--- src/sv/aes_ofb_pkg.sv ---
// Package: AES S-box, xtime helper and shared controller/datapath command types.
`default_nettype none
package aes_ofb_pkg;

  localparam int KEY_W = 64;
  localparam int CFG_IDX_W = 2;

  localparam logic [CFG_IDX_W-1:0] REG_KEY_HIGH = 2'd0;
  localparam logic [CFG_IDX_W-1:0] REG_KEY_LOW  = 2'd1;
  localparam logic [CFG_IDX_W-1:0] REG_IV_HIGH  = 2'd2;
  localparam logic [CFG_IDX_W-1:0] REG_IV_LOW   = 2'd3;

  localparam logic [3:0] LAST_ROUND = 4'd10;

  typedef struct packed {
    logic load_iv;     // reload feedback from IV
    logic init_round;  // add round key 0, load key schedule
    logic do_round;    // run one round
    logic take_ks;     // latch cipher state as keystream and feedback
    logic take_byte;   // capture the byte of the request being accepted
    logic emit;        // combine byte and load output register
  } dp_cmd_t;

  typedef struct packed {
    logic [3:0] round_number;
  } dp_status_t;

  function automatic logic [7:0] sbox(input logic [7:0] a);
    logic [7:0] r;
    case (a)
      8'h00: r=8'h63; 8'h01: r=8'h7c; 8'h02: r=8'h77; 8'h03: r=8'h7b;
      8'h04: r=8'hf2; 8'h05: r=8'h6b; 8'h06: r=8'h6f; 8'h07: r=8'hc5;
      8'h08: r=8'h30; 8'h09: r=8'h01; 8'h0a: r=8'h67; 8'h0b: r=8'h2b;
      8'h0c: r=8'hfe; 8'h0d: r=8'hd7; 8'h0e: r=8'hab; 8'h0f: r=8'h76;
      8'h10: r=8'hca; 8'h11: r=8'h82; 8'h12: r=8'hc9; 8'h13: r=8'h7d;
      8'h14: r=8'hfa; 8'h15: r=8'h59; 8'h16: r=8'h47; 8'h17: r=8'hf0;
      8'h18: r=8'had; 8'h19: r=8'hd4; 8'h1a: r=8'ha2; 8'h1b: r=8'haf;
      8'h1c: r=8'h9c; 8'h1d: r=8'ha4; 8'h1e: r=8'h72; 8'h1f: r=8'hc0;
      8'h20: r=8'hb7; 8'h21: r=8'hfd; 8'h22: r=8'h93; 8'h23: r=8'h26;
      8'h24: r=8'h36; 8'h25: r=8'h3f; 8'h26: r=8'hf7; 8'h27: r=8'hcc;
      8'h28: r=8'h34; 8'h29: r=8'ha5; 8'h2a: r=8'he5; 8'h2b: r=8'hf1;
      8'h2c: r=8'h71; 8'h2d: r=8'hd8; 8'h2e: r=8'h31; 8'h2f: r=8'h15;
      8'h30: r=8'h04; 8'h31: r=8'hc7; 8'h32: r=8'h23; 8'h33: r=8'hc3;
      8'h34: r=8'h18; 8'h35: r=8'h96; 8'h36: r=8'h05; 8'h37: r=8'h9a;
      8'h38: r=8'h07; 8'h39: r=8'h12; 8'h3a: r=8'h80; 8'h3b: r=8'he2;
      8'h3c: r=8'heb; 8'h3d: r=8'h27; 8'h3e: r=8'hb2; 8'h3f: r=8'h75;
      8'h40: r=8'h09; 8'h41: r=8'h83; 8'h42: r=8'h2c; 8'h43: r=8'h1a;
      8'h44: r=8'h1b; 8'h45: r=8'h6e; 8'h46: r=8'h5a; 8'h47: r=8'ha0;
      8'h48: r=8'h52; 8'h49: r=8'h3b; 8'h4a: r=8'hd6; 8'h4b: r=8'hb3;
      8'h4c: r=8'h29; 8'h4d: r=8'he3; 8'h4e: r=8'h2f; 8'h4f: r=8'h84;
      8'h50: r=8'h53; 8'h51: r=8'hd1; 8'h52: r=8'h00; 8'h53: r=8'hed;
      8'h54: r=8'h20; 8'h55: r=8'hfc; 8'h56: r=8'hb1; 8'h57: r=8'h5b;
      8'h58: r=8'h6a; 8'h59: r=8'hcb; 8'h5a: r=8'hbe; 8'h5b: r=8'h39;
      8'h5c: r=8'h4a; 8'h5d: r=8'h4c; 8'h5e: r=8'h58; 8'h5f: r=8'hcf;
      8'h60: r=8'hd0; 8'h61: r=8'hef; 8'h62: r=8'haa; 8'h63: r=8'hfb;
      8'h64: r=8'h43; 8'h65: r=8'h4d; 8'h66: r=8'h33; 8'h67: r=8'h85;
      8'h68: r=8'h45; 8'h69: r=8'hf9; 8'h6a: r=8'h02; 8'h6b: r=8'h7f;
      8'h6c: r=8'h50; 8'h6d: r=8'h3c; 8'h6e: r=8'h9f; 8'h6f: r=8'ha8;
      8'h70: r=8'h51; 8'h71: r=8'ha3; 8'h72: r=8'h40; 8'h73: r=8'h8f;
      8'h74: r=8'h92; 8'h75: r=8'h9d; 8'h76: r=8'h38; 8'h77: r=8'hf5;
      8'h78: r=8'hbc; 8'h79: r=8'hb6; 8'h7a: r=8'hda; 8'h7b: r=8'h21;
      8'h7c: r=8'h10; 8'h7d: r=8'hff; 8'h7e: r=8'hf3; 8'h7f: r=8'hd2;
      8'h80: r=8'hcd; 8'h81: r=8'h0c; 8'h82: r=8'h13; 8'h83: r=8'hec;
      8'h84: r=8'h5f; 8'h85: r=8'h97; 8'h86: r=8'h44; 8'h87: r=8'h17;
      8'h88: r=8'hc4; 8'h89: r=8'ha7; 8'h8a: r=8'h7e; 8'h8b: r=8'h3d;
      8'h8c: r=8'h64; 8'h8d: r=8'h5d; 8'h8e: r=8'h19; 8'h8f: r=8'h73;
      8'h90: r=8'h60; 8'h91: r=8'h81; 8'h92: r=8'h4f; 8'h93: r=8'hdc;
      8'h94: r=8'h22; 8'h95: r=8'h2a; 8'h96: r=8'h90; 8'h97: r=8'h88;
      8'h98: r=8'h46; 8'h99: r=8'hee; 8'h9a: r=8'hb8; 8'h9b: r=8'h14;
      8'h9c: r=8'hde; 8'h9d: r=8'h5e; 8'h9e: r=8'h0b; 8'h9f: r=8'hdb;
      8'ha0: r=8'he0; 8'ha1: r=8'h32; 8'ha2: r=8'h3a; 8'ha3: r=8'h0a;
      8'ha4: r=8'h49; 8'ha5: r=8'h06; 8'ha6: r=8'h24; 8'ha7: r=8'h5c;
      8'ha8: r=8'hc2; 8'ha9: r=8'hd3; 8'haa: r=8'hac; 8'hab: r=8'h62;
      8'hac: r=8'h91; 8'had: r=8'h95; 8'hae: r=8'he4; 8'haf: r=8'h79;
      8'hb0: r=8'he7; 8'hb1: r=8'hc8; 8'hb2: r=8'h37; 8'hb3: r=8'h6d;
      8'hb4: r=8'h8d; 8'hb5: r=8'hd5; 8'hb6: r=8'h4e; 8'hb7: r=8'ha9;
      8'hb8: r=8'h6c; 8'hb9: r=8'h56; 8'hba: r=8'hf4; 8'hbb: r=8'hea;
      8'hbc: r=8'h65; 8'hbd: r=8'h7a; 8'hbe: r=8'hae; 8'hbf: r=8'h08;
      8'hc0: r=8'hba; 8'hc1: r=8'h78; 8'hc2: r=8'h25; 8'hc3: r=8'h2e;
      8'hc4: r=8'h1c; 8'hc5: r=8'ha6; 8'hc6: r=8'hb4; 8'hc7: r=8'hc6;
      8'hc8: r=8'he8; 8'hc9: r=8'hdd; 8'hca: r=8'h74; 8'hcb: r=8'h1f;
      8'hcc: r=8'h4b; 8'hcd: r=8'hbd; 8'hce: r=8'h8b; 8'hcf: r=8'h8a;
      8'hd0: r=8'h70; 8'hd1: r=8'h3e; 8'hd2: r=8'hb5; 8'hd3: r=8'h66;
      8'hd4: r=8'h48; 8'hd5: r=8'h03; 8'hd6: r=8'hf6; 8'hd7: r=8'h0e;
      8'hd8: r=8'h61; 8'hd9: r=8'h35; 8'hda: r=8'h57; 8'hdb: r=8'hb9;
      8'hdc: r=8'h86; 8'hdd: r=8'hc1; 8'hde: r=8'h1d; 8'hdf: r=8'h9e;
      8'he0: r=8'he1; 8'he1: r=8'hf8; 8'he2: r=8'h98; 8'he3: r=8'h11;
      8'he4: r=8'h69; 8'he5: r=8'hd9; 8'he6: r=8'h8e; 8'he7: r=8'h94;
      8'he8: r=8'h9b; 8'he9: r=8'h1e; 8'hea: r=8'h87; 8'heb: r=8'he9;
      8'hec: r=8'hce; 8'hed: r=8'h55; 8'hee: r=8'h28; 8'hef: r=8'hdf;
      8'hf0: r=8'h8c; 8'hf1: r=8'ha1; 8'hf2: r=8'h89; 8'hf3: r=8'h0d;
      8'hf4: r=8'hbf; 8'hf5: r=8'he6; 8'hf6: r=8'h42; 8'hf7: r=8'h68;
      8'hf8: r=8'h41; 8'hf9: r=8'h99; 8'hfa: r=8'h2d; 8'hfb: r=8'h0f;
      8'hfc: r=8'hb0; 8'hfd: r=8'h54; 8'hfe: r=8'hbb; 8'hff: r=8'h16;
      default: r=8'h00;
    endcase
    return r;
  endfunction

  function automatic logic [7:0] xt(input logic [7:0] v);
    return {v[6:0], 1'b0} ^ (v[7] ? 8'h1b : 8'h00);
  endfunction

endpackage
`default_nettype wire

--- src/sv/aes_ofb_ctrl.sv ---
// Controller: accepts requests, sequences block encryption, holds the output handshake.
`default_nettype none
module aes_ofb_ctrl (
  input  wire logic                    clk,
  input  wire logic                    rst,
  input  wire logic                    in_valid,
  output logic                         in_stall,
  input  wire logic                    start_of_message,
  output logic                         out_valid,
  input  wire logic                    out_stall,
  input  wire aes_ofb_pkg::dp_status_t status,
  output aes_ofb_pkg::dp_cmd_t         cmd,
  output logic [3:0]                   byte_position
);
  import aes_ofb_pkg::*;

  typedef enum logic [1:0] {S_IDLE, S_ROUND, S_TAKE, S_EMIT} state_t;
  state_t st;

  logic accept, out_free;
  assign out_free = !out_valid || !out_stall;
  assign in_stall = (st != S_IDLE) || !out_free;
  assign accept = in_valid && !in_stall;

  always_comb begin
    cmd = '0;
    unique case (st)
      S_IDLE: begin
        if (accept) begin
          cmd.load_iv = start_of_message;
          cmd.init_round = start_of_message || (byte_position == 4'd0);
          cmd.take_byte = 1'b1;
          cmd.emit = !cmd.init_round;
        end
      end
      S_ROUND: cmd.do_round = 1'b1;
      S_TAKE:  cmd.take_ks = 1'b1;
      S_EMIT:  cmd.emit = out_free;
      default: ;
    endcase
  end

  always_ff @(posedge clk) begin
    if (rst) begin
      st <= S_IDLE; out_valid <= 1'b0; byte_position <= '0;
    end else begin
      // load the output register or drop a drained result
      if (cmd.emit) begin
        out_valid <= 1'b1;
        byte_position <= byte_position + 4'd1;
      end else if (out_valid && !out_stall) begin
        out_valid <= 1'b0;
      end
      unique case (st)
        S_IDLE: if (accept && cmd.init_round) begin
          byte_position <= '0;
          st <= S_ROUND;
        end
        S_ROUND: if (status.round_number == LAST_ROUND - 4'd1) st <= S_TAKE;
        S_TAKE: st <= S_EMIT;
        S_EMIT: if (out_free) st <= S_IDLE;
        default: st <= S_IDLE;
      endcase
    end
  end
endmodule
`default_nettype wire

--- config.mk ---
export PLATFORM = sky130hd
export DESIGN_NAME = aes_ofb_ctrl
export DESIGN_NICKNAME = d
export VERILOG_FILES = /design/src/sv/aes_ofb_pkg.sv /design/src/sv/aes_ofb_ctrl.sv
export SDC_FILE = /design/constraint.sdc
export NUM_CORES = 1
export LEC_CHECK = 0
export BUFFER_PORTS_ARGS = -buffer_cell sky130_fd_sc_hd__buf_4
export CORE_AREA = 2 2 40 42
export CTS_CLUSTER_SIZE = 12
export DETAILED_ROUTE_END_ITERATION = 16
export DIE_AREA = 0 0 42 44
export HOLD_SLACK_MARGIN = 0.05
export PLACE_DENSITY = 0.7
export SLEW_MARGIN = 20
export SYNTH_ARGS = -nofsm -noshare
export SYNTH_HDL_FRONTEND = slang
export SYNTH_SLANG_ARGS = --single-unit
--- constraint.sdc ---
create_clock -name clk -period 1.7 [get_ports clk]
set_clock_uncertainty 0.15 [all_clocks]
set_input_delay 0.34 -clock clk [delete_from_list [all_inputs] [get_ports clk]]
set_output_delay 0.34 -clock clk [all_outputs]
set_load 0.01 [all_outputs]
## Yosys cells after proc, flatten, opt, wreduce, memory -nomap -nowiden

Index checks and enable logic that the tools add are counted.

- Register bits after elaboration: 7
- Bits of input ports: 9
- Output and inout bits: 12
- Logic and storage cells: 43

- $add $sub $neg: 1
- Eq/ne operators: 7
- Mux-type cells: 16
- Reduce and logical (&&, ||, !) cells: 16

Operators with widths:

| kind | number |
|---|---|
| $mux 2 | 6 |
| $mux 4 | 3 |
| $pmux 2 s4 | 1 |
| $ne 2x2->1 const B | 3 |
| $logic_not 1->1 | 5 |
| $mux 1 | 5 |
| $add 4x1->4 const B | 1 |
| $eq 2x2->1 const B | 2 |
| $eq 4x4->1 const B | 1 |
| $logic_not 4->1 | 1 |
| $reduce_bool 2->1 | 2 |
| $logic_and 1x1->1 | 3 |
| $logic_or 1x1->1 | 3 |
| $reduce_and 3->1 | 1 |
| $eq 2x1->1 const B | 1 |
| $logic_not 2->1 | 1 |
| $pmux 1 s2 | 1 |

## Depth between registers and ports, before layout

Gate-level depths: netlist of the first run.

- Depth after elaboration: 11
- Gate-level depth with buffers: 6

## Worst setup path after synthesis of the first run

Ideal clock, no wire load.

- Path kind: register to output
- Start point: register byte_position[0]
- End point: output port cmd[0] (netlist name)
- Arrival: 1.383 ns
- Required time: 1.210 ns
- Setup slack: -0.173 ns
- Cell stages (with the launch flop): 6
- Path buffers: 0
- Cells stage by stage: dfxtp_1 > inv_1 > ha_1 > nor3b_2 > o41a_1 > nor2_4

RTL lines:

| item | RTL line | RTL |
|---|---|---|
| start: declaration | aes_ofb_ctrl.sv:13 | `output logic [3:0] byte_position` |
| start signal: assignment | aes_ofb_ctrl.sv:50 | `byte_position <= byte_position + 4'd1;` |
| end: declaration | aes_ofb_ctrl.sv:12 | `output aes_ofb_pkg::dp_cmd_t cmd,` |

==> impl_metrics.csv, run 1 <==
group,metric,value,unit
yosys,number_of_nets_in_the_synthesized_netlist,80,
floorplan,floorplan.initialDensity,39.9,%
layout,drive_gt1_share,68.7,%
clocking,clkSinkCount,7,
worst_setup_path,timing.critical_path.arrival,1580,ps
worst_setup_path,cp_slowest_stage_delay,360,ps
place,gp_congestion,0.726,
yosys,synthesis.yosys.warnings,0,
min_path,hold_startpoint,"rst",
sta,timing.hold.ws,91.7,ps
yosys,post_synth_most_frequent_cells,"sky130_fd_sc_hd__inv_1 (9), sky130_fd_sc_hd__dfxtp_1 (7), sky130_fd_sc_hd__ha_1 (7)",
yosys,synthDominantCellAreaShare,24.7,%
sta,slew_headroom,77.9,%
yosys,synthCells,64,
layout,nFillCells,88,
yosys,postSynthAreaPerCell,8.86,sq um
clocking,cts.clk_slew.worst_paths,50,ps
worst_setup_path,endpoint_kind,"primary output",
sta,finalHoldViolCount,0,
sta,report.final.slew_viol_count,0,
layout,fin_nets,132,
worst_setup_path,worst_path_max_delay_cell,"sky130_fd_sc_hd__o41a_1",
power_and_ir_drop,post-layout-total-power,1.42,mW
routing,detailedRoute.firstPassIterationCount,4,
routing,ant_nets,0,
floorplan,horizontal_extent_of_the_die,42,microns
sta,rsz_0062_raised_after_global_routing,"true",
sta,timing.final.setup_violations,4,
yosys,mappedNetlistArea,567,sq um
routing,drt_wl_total,2200,microns
routing,wl_per_cell,16.8,microns
worst_setup_path,required,1210,ps
layout,count_of_antenna_diodes_in_the_layout,0,
power_and_ir_drop,power-per-cell-area,1250,nW/um^2
place,place.detailed.hpwl,1240,microns
yosys,synth_area_leaders,"sky130_fd_sc_hd__dfxtp_1 (25%), sky130_fd_sc_hd__ha_1 (15%), sky130_fd_sc_hd__inv_1 (6.0%)",
floorplan,die_height,44,microns
run_status,outcome,"complete, but fails checks",
clocking,cts_inserted_buffers,3,
clocking,h-tree-depth,1,
global_routing,globalRoute.totalOverflow,0,
routing,detailedRoute.firstIterationViolations,13,
global_routing,grt_first_pass_wirelength,3050,microns
place,port_buffers,20,
yosys,synthDistinctLibCells,28,
power_and_ir_drop,peakVddDrop,1.23,mV
clocking,tritoncts,"built",
global_routing,global_route.peak_usage_layer,"met2",
sta,setup_ws,-367,ps
global_routing,grt_max_degree,7,
routing,post_route_drc,0,
yosys,synth_ff_type,"sky130_fd_sc_hd__dfxtp_1",
yosys,yosys.cell_count.top_type,"sky130_fd_sc_hd__inv_1",
clocking,cts_buffer_depth,2,
sta,min_period,2070,ps
yosys,postSynthRegisterBits,7,
yosys,synth_enable_flop_cells,0,
floorplan,die-area,1850,sq um
worst_setup_path,peak_fanout_along_the_critical_path,2,
layout,area_growth,100,%
global_routing,number_of_antenna_violations_at_the_first_check_in_global_routing,0,
global_routing,grt_pass1_vias,729,
run_status,violations,"setup timing",
floorplan,core.rowCount,14,
global_routing,global_route.usage.met1,21.0,%
clocking,worstSkewPairLatency,250,ps
sta,part_of_the_cycle_the_worst_path_needs,122,%
worst_setup_path,crit_start,"byte_position[0]$_SDFF_PP0_",
power_and_ir_drop,power_leakage,0.499,nW
global_routing,grt.total_usage,22.6,%
worst_setup_path,rr_startpoint,"byte_position[0]$_SDFF_PP0_",
worst_setup_path,path_cells,"inv_2 > ha_4 > nor3b_4 > o41a_1 > nor2_4 > buf_6",
routing,drt-vias-per-instance,5.44,
clocking,cts.hold.buffers_added,0,
yosys,synth_top_cell_by_area,"sky130_fd_sc_hd__dfxtp_1",
clocking,clock-root-buffer,"sky130_fd_sc_hd__clkbuf_4",
floorplan,ioPinCount,21,
routing,vias,712,
worst_setup_path,critical_path_class,"reg2out",
min_path,min_path_type,"in2reg",
global_routing,groute.layer.met3.usage,3.33,%
global_routing,gr-usage-met2,45.6,%
worst_setup_path,critPathLaunchType,"flop",
yosys,async_set_or_reset_flop_fraction_in_the_synthesized_netlist,0,%
flow_run,maxCapViolations,0,
sta,tightestPinTransition,330,ps
yosys,yosysSeqAreaShare,24.7,%
layout,finalCoreUtilization,80.1,%
floorplan,floorplan.core_area,1420,sq um
sta,max_freq,484,MHz
[registers in the layout, summed over array words and instances, names as in the netlist]
register / count
out_valid: 1
st: 2
byte_position: 4
[cell usage in the layout, fill, tap and decap left out, types with 3 or more instances in the layout]
cell type                   n
sky130_fd_sc_hd__inv_2      5
sky130_fd_sc_hd__buf_6     10
sky130_fd_sc_hd__inv_1      4
sky130_fd_sc_hd__dfxtp_2    4
sky130_fd_sc_hd__dfxtp_1    3
sky130_fd_sc_hd__nand2_1    4
sky130_fd_sc_hd__buf_4     38
sky130_fd_sc_hd__clkbuf_4   3
sky130_fd_sc_hd__ha_1       5
sky130_fd_sc_hd__nor2_1     3
[cells by family after synthesis]
logic type / after synthesis / share of synthesized area [%]
AO/OA/AOI/OAI: 18 / 28.0
XOR/XNOR: 2 / 3.09
adder cells (fa/ha/maj): 7 / 15.5
buffers and inverters: 10 / 7.95
flip-flops: 7 / 24.7
AND/OR/NAND/NOR: 20 / 20.8
[critical path: cells and delay by family (launching register included)]
family | cells | cell delay, ps
and+or+nand+nor | 2 | 300
AOI/OAI and AO/OA | 1 | 360
adders and majority gates | 1 | 150
buffers and inverters | 2 | 170
DFF | 1 | 340
[repair_timing]
item                                    in CTS  in global routing
pin swaps                                   10                  6
buffers inserted                            21                  4
endpoints found under the setup margin       9                 10
resized for setup                           27                 12
[where the power goes]
part	internal, mW	leakage [nW]	switching (mW)
Sequential	0.197	0.0585	0.0273
Combinational	0.524	0.426	0.516
Clock	0.0897	0.0150	0.0632
Total	0.812	0.499	0.607
[metrics by stage]
stage               cell area [sq um]  setup WS [ps]  setup TNS, ps  std cells
finish                           1140           -367           -814        131
global route                     1140           -405          -1290        131
CTS                              1060           -321           -615        129
detailed placement                856           -128           -299        116
global placement                  856          -97.6           -133        116
floorplan                         569           -107           -107         64
[cell type report]
cell class                 count  area [sq um]  share of cell area (%)
multi-input combinational     47           513                    45.2
timing repair buffer          48           398                    35.0
sequential                     7           145                    12.8
inverter                       9          33.8                    2.97
clock buffer                   4          26.3                    2.31
tap                           16          20.0                    1.76
[layer usage]
layer	vias up	part of all wire, %
li1	335	-
met1	338	38
met2	26	53
met3	13	4.4
met4	0	4.8
met5	-	0
[path summary, 6_finish.rpt]
check | endpoint | slack (ps) | cells past startpoint
setup / recovery | cmd[0] | -370 | 6
hold / removal | st[0]$_SDFFE_PP0P_ | 90 | 2
setup reg to reg | st[0]$_SDFFE_PP0P_ | 0 | 7
hold reg to reg | byte_position[3]$_SDFF_PP0_ | 460 | 2
Power figures use the tool's default switching activity.
==> inputs of run 2 (changes only) <==
RECOVER_POWER = 100   (was default)
==> impl_metrics.csv, run 2 (same netlist as run 1, synthesis figures left out) <==
group,metric,value,unit
worst_setup_path,timing.critical_path.arrival,1580,ps
place,gp_congestion,0.726,
layout,largest_register_ffs,4,
power_and_ir_drop,power-per-cell-area,1250,nW/um^2
place,detailedPlace.worstSlack,-128,ps
clocking,cts.clk_slew.worst_paths,50,ps
routing,vias,713,
power_and_ir_drop,power.clock.fraction,10.8,%
routing,ant_nets,0,
place,port_buffers,20,
layout,post_layout_nonfiller_instances,131,
clocking,clock-root-buffer,"sky130_fd_sc_hd__clkbuf_4",
sta,min_period,2070,ps
power_and_ir_drop,share_seq_of_total_power,15.9,%
layout,mostFrequentLayoutCells,"sky130_fd_sc_hd__buf_4 (37), sky130_fd_sc_hd__buf_6 (10), sky130_fd_sc_hd__inv_2 (5), sky130_fd_sc_hd__ha_1 (5)",
layout,top_register_by_number_of_flip_flops,"byte_position",
routing,drt_wl_total,2200,microns
routing,detailedRoute.firstPassIterationCount,4,
layout,reg.largest.list,"byte_position: 4 flops, st: 2 flops, out_valid: 1 flops",
floorplan,floorplan.core_area,1420,sq um
layout,layout.cells.most_common,"sky130_fd_sc_hd__buf_4",
worst_setup_path,peak_fanout_along_the_critical_path,2,
clocking,clkSinkCount,7,
run_status,violations,"setup timing",
floorplan,core.rowCount,14,
place,place.detailed.hpwl,1240,microns
worst_setup_path,required,1210,ps
layout,layout.cell_area.non_filler,1130,sq um
global_routing,grt_pass1_vias,729,
sta,rsz_0062_raised_after_global_routing,"true",
sta,tightestPinTransition,330,ps
sta,max_freq,484,MHz
clocking,h-tree-depth,1,
layout,fin_nets,132,
routing,detailedRoute.firstIterationViolations,13,
clocking,tritoncts,"built",
place,placed_area,856,sq um
power_and_ir_drop,power.switching_fraction,42.9,%
global_routing,grt_max_degree,7,
routing,drt-vias-per-instance,5.44,
global_routing,grt_first_pass_wirelength,3050,microns
sta,setup_ws,-367,ps
place,placedCellCount,116,
global_routing,globalRoute.totalOverflow,0,
worst_setup_path,critical_path_class,"reg2out",
global_routing,number_of_antenna_violations_at_the_first_check_in_global_routing,0,
layout,finalCoreUtilization,79.8,%
floorplan,floorplan.initialDensity,39.9,%
layout,area_growth,99.8,%
floorplan,ioPinCount,21,
sta,finalHoldViolCount,0,
sta,report.final.slew_viol_count,0,
routing,wl_per_cell,16.8,microns
floorplan,horizontal_extent_of_the_die,42,microns
power_and_ir_drop,power.internal,0.810,mW
sta,part_of_the_cycle_the_worst_path_needs,122,%
power_and_ir_drop,p_switching,0.607,mW
routing,post_route_drc,0,
flow_run,maxCapViolations,0,
clocking,worstSkewPairLatency,250,ps
layout,count_of_antenna_diodes_in_the_layout,0,
clocking,cts_buffer_depth,2,
clocking,cts_inserted_buffers,3,
worst_setup_path,endpoint_kind,"primary output",
sta,timing.final.setup_violations,4,
floorplan,die_height,44,microns
power_and_ir_drop,peakVddDrop,1.22,mV
power_and_ir_drop,comb_power_share,73.4,%
layout,nFillCells,90,
sta,slew_headroom,77.9,%
floorplan,die-area,1850,sq um
power_and_ir_drop,power_leakage,0.495,nW
worst_setup_path,critPathLaunchType,"flop",
run_status,outcome,"complete, but fails checks",
layout,drive_gt1_share,67.8,%
global_routing,grt.total_usage,22.6,%
min_path,min_path_type,"in2reg",
run 2: cell types whose count changed in the layout (fill, tap and decap cells not counted):
cell,change
sky130_fd_sc_hd__clkbuf_1,+1
sky130_fd_sc_hd__buf_4,-1
run 2: path summary, 6_finish.rpt:
path                                             startpoint  slack, ps  cells after the start                           to
worst max-delay path            byte_position[0]$_SDFF_PP0_       -370                      6                       cmd[0]
worst min register to register  byte_position[3]$_SDFF_PP0_        460                      2  byte_position[3]$_SDFF_PP0_
worst max register to register  byte_position[0]$_SDFF_PP0_          0                      7           st[0]$_SDFFE_PP0P_
worst min-delay path                                    rst         90                      2           st[0]$_SDFFE_PP0P_
run 2: routing by layer:
layer,up-vias,global-route usage [%],routed length (microns)
met2,26,45.6,1170
li1,335,-,-
met5,-,0,0
met1,339,21.0,830
met3,13,3.33,97
met4,0,14.2,106
run 2: worst max-delay path: stages, from the launching register on:
cell and delay, ps:
sky130_fd_sc_hd__dfxtp_2 340, sky130_fd_sc_hd__inv_2 50, sky130_fd_sc_hd__ha_4 150, sky130_fd_sc_hd__nor3b_4 140
sky130_fd_sc_hd__o41a_1 360, sky130_fd_sc_hd__nor2_4 160, sky130_fd_sc_hd__buf_6 120
run 2: layout make-up:
class	count	area (sq um)	area share, %
Inverter	9	33.8	2.98
Tap cell	16	20.0	1.77
Clock buffer	4	26.3	2.32
Timing Repair Buffer	48	394	34.8
Multi-Input combinational cell	47	513	45.3
Sequential cell	7	145	12.8
run 2: per-stage QoR:
step | power [mW] | hold WS [ps] | setup TNS, ps
detailed placement | 0.932 | 361 | -299
floorplan | 0.588 | 263 | -107
CTS | 1.27 | 94.7 | -615
finish | 1.42 | 91.7 | -815
global route | 1.50 | 100 | -1290
global placement | 0.919 | 363 | -133
run 2: repair_timing:
action,CTS,global route
gates resized for setup,27,12
setup endpoints to repair,9,10
hold buffers,0,0
endpoints found under the hold margin,0,0
buffers inserted,21,4
pin swaps,10,6
run 2: power groups by stage:
| stage | Sequential [mW] | Clock, mW | Combinational, mW |
|---|---|---|---|
| final | 0.225 | 0.153 | 1.04 |
| after global routing | 0.227 | 0.160 | 1.12 |
| after CTS | 0.223 | 0.153 | 0.894 |
| after detailed placement | 0.217 | 0 | 0.715 |
| after global placement | 0.216 | 0 | 0.702 |
| after floorplan | 0.219 | 0 | 0.370 |
==> inputs of run 3 (changes only) <==
RECOVER_POWER = 50   (was 100)
clock period = 1.85 ns   (was 1.7 ns; I/O delays follow)
==> impl_metrics.csv, run 3 (same netlist as run 1, synthesis figures left out) <==
group,metric,value,unit
routing,drt_wl_total,1550,microns
worst_setup_path,critPathLaunchType,"flop",
layout,layout.cells.most_common,"sky130_fd_sc_hd__buf_4",
worst_setup_path,worst_path_max_delay_cell,"sky130_fd_sc_hd__o41a_1",
power_and_ir_drop,power_leakage,0.426,nW
sta,finalSetupTns,-364,ps
clocking,cts.hold.buffers_added,0,
layout,count_of_antenna_diodes_in_the_layout,0,
sta,tightestPinTransition,345,ps
clocking,cts_buffer_depth,2,
floorplan,die_height,44,microns
sta,timing.hold.ws,110,ps
sta,max_freq,480,MHz
worst_setup_path,critical_path_class,"reg2out",
power_and_ir_drop,power.switching_fraction,41.5,%
routing,drt-vias-per-instance,5.19,
worst_setup_path,cp_slowest_stage_delay,420,ps
place,detailedPlace.worstSlack,1.54,ps
routing,post_route_drc,0,
floorplan,floorplan.core_area,1420,sq um
worst_setup_path,timing.critical_path.arrival,1560,ps
clocking,cts.clk_slew.worst_paths,60,ps
clocking,tritoncts,"built",
routing,detailedRoute.firstIterationViolations,1,
place,port_buffers,20,
sta,min_period,2080,ps
power_and_ir_drop,share_seq_of_total_power,19.3,%
layout,fin_nets,119,
floorplan,ioPinCount,21,
flow_run,maxCapViolations,0,
clocking,h-tree-depth,1,
worst_setup_path,peak_fanout_along_the_critical_path,2,
worst_setup_path,timing.critical_path.max_delay_family,"compound AO/OA/AOI/OAI gates",
place,place.detailed.hpwl,1090,microns
run_status,outcome,"complete, but fails checks",
routing,detailedRoute.firstPassIterationCount,2,
global_routing,grt_first_pass_wirelength,2680,microns
global_routing,grt.total_usage,20.1,%
layout,largest_register_ffs,4,
power_and_ir_drop,post-layout-total-power,1.12,mW
worst_setup_path,endpoint_kind,"primary output",
routing,vias,613,
min_path,min_path_type,"in2reg",
layout,mostFrequentLayoutCells,"sky130_fd_sc_hd__buf_4 (30), sky130_fd_sc_hd__nand2_1 (5), sky130_fd_sc_hd__ha_1 (5)",
layout,drive_gt1_share,56.9,%
sta,timing.final.setup_violations,2,
floorplan,die-area,1850,sq um
layout,finalCoreUtilization,66.6,%
worst_setup_path,worst-path-buf-inv,2,
routing,ant_nets,0,
sta,report.final.slew_viol_count,0,
clocking,clkSinkCount,7,
power_and_ir_drop,peakVddDrop,0.970,mV
clocking,cts_inserted_buffers,3,
layout,reg.largest.list,"byte_position: 4 flops, st: 2 flops, out_valid: 1 flops",
power_and_ir_drop,power.clock.fraction,13.4,%
floorplan,floorplan.initialDensity,39.9,%
routing,wl_per_cell,13.1,microns
power_and_ir_drop,p_switching,0.467,mW
sta,part_of_the_cycle_the_worst_path_needs,113,%
power_and_ir_drop,power.internal,0.658,mW
floorplan,core.rowCount,14,
sta,slew_headroom,76.9,%
layout,layout.cell_area.non_filler,945,sq um
clocking,worstSkewPairLatency,260,ps
layout,post_layout_nonfiller_instances,118,
layout,area_growth,66.7,%
place,placedCellCount,108,
global_routing,number_of_antenna_violations_at_the_first_check_in_global_routing,0,
sta,finalHoldViolCount,0,
floorplan,horizontal_extent_of_the_die,42,microns
place,placed_area,796,sq um
sta,rsz_0062_raised_after_global_routing,"true",
run_status,violations,"setup timing",
global_routing,grt_pass1_vias,642,
power_and_ir_drop,power-per-cell-area,1190,nW/um^2
power_and_ir_drop,comb_power_share,67.3,%
global_routing,globalRoute.totalOverflow,0,
worst_setup_path,required,1330,ps
clocking,clock-root-buffer,"sky130_fd_sc_hd__clkbuf_4",
global_routing,grt_max_degree,9,
sta,setup_ws,-231,ps
layout,top_register_by_number_of_flip_flops,"byte_position",
worst_setup_path,path_cells,"inv_2 > ha_4 > nor3b_4 > o41a_1 > nor2_4 > buf_6",
place,gp_congestion,0.775,
==> run 3: power by group through the flow <==
stage          combinational (mW)  clock, mW  sequential [mW]
2_1_floorplan               0.340          0            0.201
3_3_place_gp                0.560          0            0.203
3_5_place_dp                0.562          0            0.206
4_1_cts                     0.684      0.153            0.216
5_1_grt                     0.821      0.164            0.219
6_report                    0.757      0.151            0.217
==> run 3: cell type report <==
| class | instances | area (sq um) |
|---|---|---|
| multi-input combinational | 47 | 448 |
| inverter | 9 | 36.3 |
| timing repair buffer | 35 | 267 |
| sequential | 7 | 148 |
| clock buffer | 4 | 26.3 |
| fill | 118 | 474 |
| tap | 16 | 20.0 |
==> run 3: routing by layer <==
metal | wire length [microns] | GRT usage, % | vias to the layer above
li1 | - | - | 308
met1 | 605 | 21.6 | 277
met2 | 796 | 33.1 | 20
met3 | 92 | 5.00 | 8
met4 | 52 | 17.4 | 0
met5 | 0 | 0 | -
==> run 3: worst paths after layout <==
path | cells past startpoint | start | endpoint | slack [ps]
hold reg to reg | 3 | byte_position[0]$_SDFF_PP0_ | byte_position[0]$_SDFF_PP0_ | 410
hold / removal | 2 | rst | st[0]$_SDFFE_PP0P_ | 110
setup / recovery | 6 | byte_position[0]$_SDFF_PP0_ | cmd[0] | -230
setup reg to reg | 8 | st[1]$_SDFFE_PP0P_ | byte_position[2]$_SDFF_PP0_ | 80
==> run 3: worst register-to-register path, stage by stage (launching register included) <==
cell	delay [ps]
sky130_fd_sc_hd__dfxtp_4	360
sky130_fd_sc_hd__inv_4	60
sky130_fd_sc_hd__ha_4	140
sky130_fd_sc_hd__nand2_4	50
sky130_fd_sc_hd__buf_6	110
sky130_fd_sc_hd__buf_4	140
sky130_fd_sc_hd__a2111oi_2	410
sky130_fd_sc_hd__xnor2_1	170
sky130_fd_sc_hd__nor2_1	50
==> run 3: timing repair <==
| action | CTS | global route |
|---|---|---|
| buffers inserted | 2 | 4 |
| gates cloned | 0 | 0 |
| hold endpoints to repair | 0 | 0 |
| endpoints found under the setup margin | 4 | 3 |
| pin swaps | 3 | 6 |
| gates resized for setup | 18 | 6 |
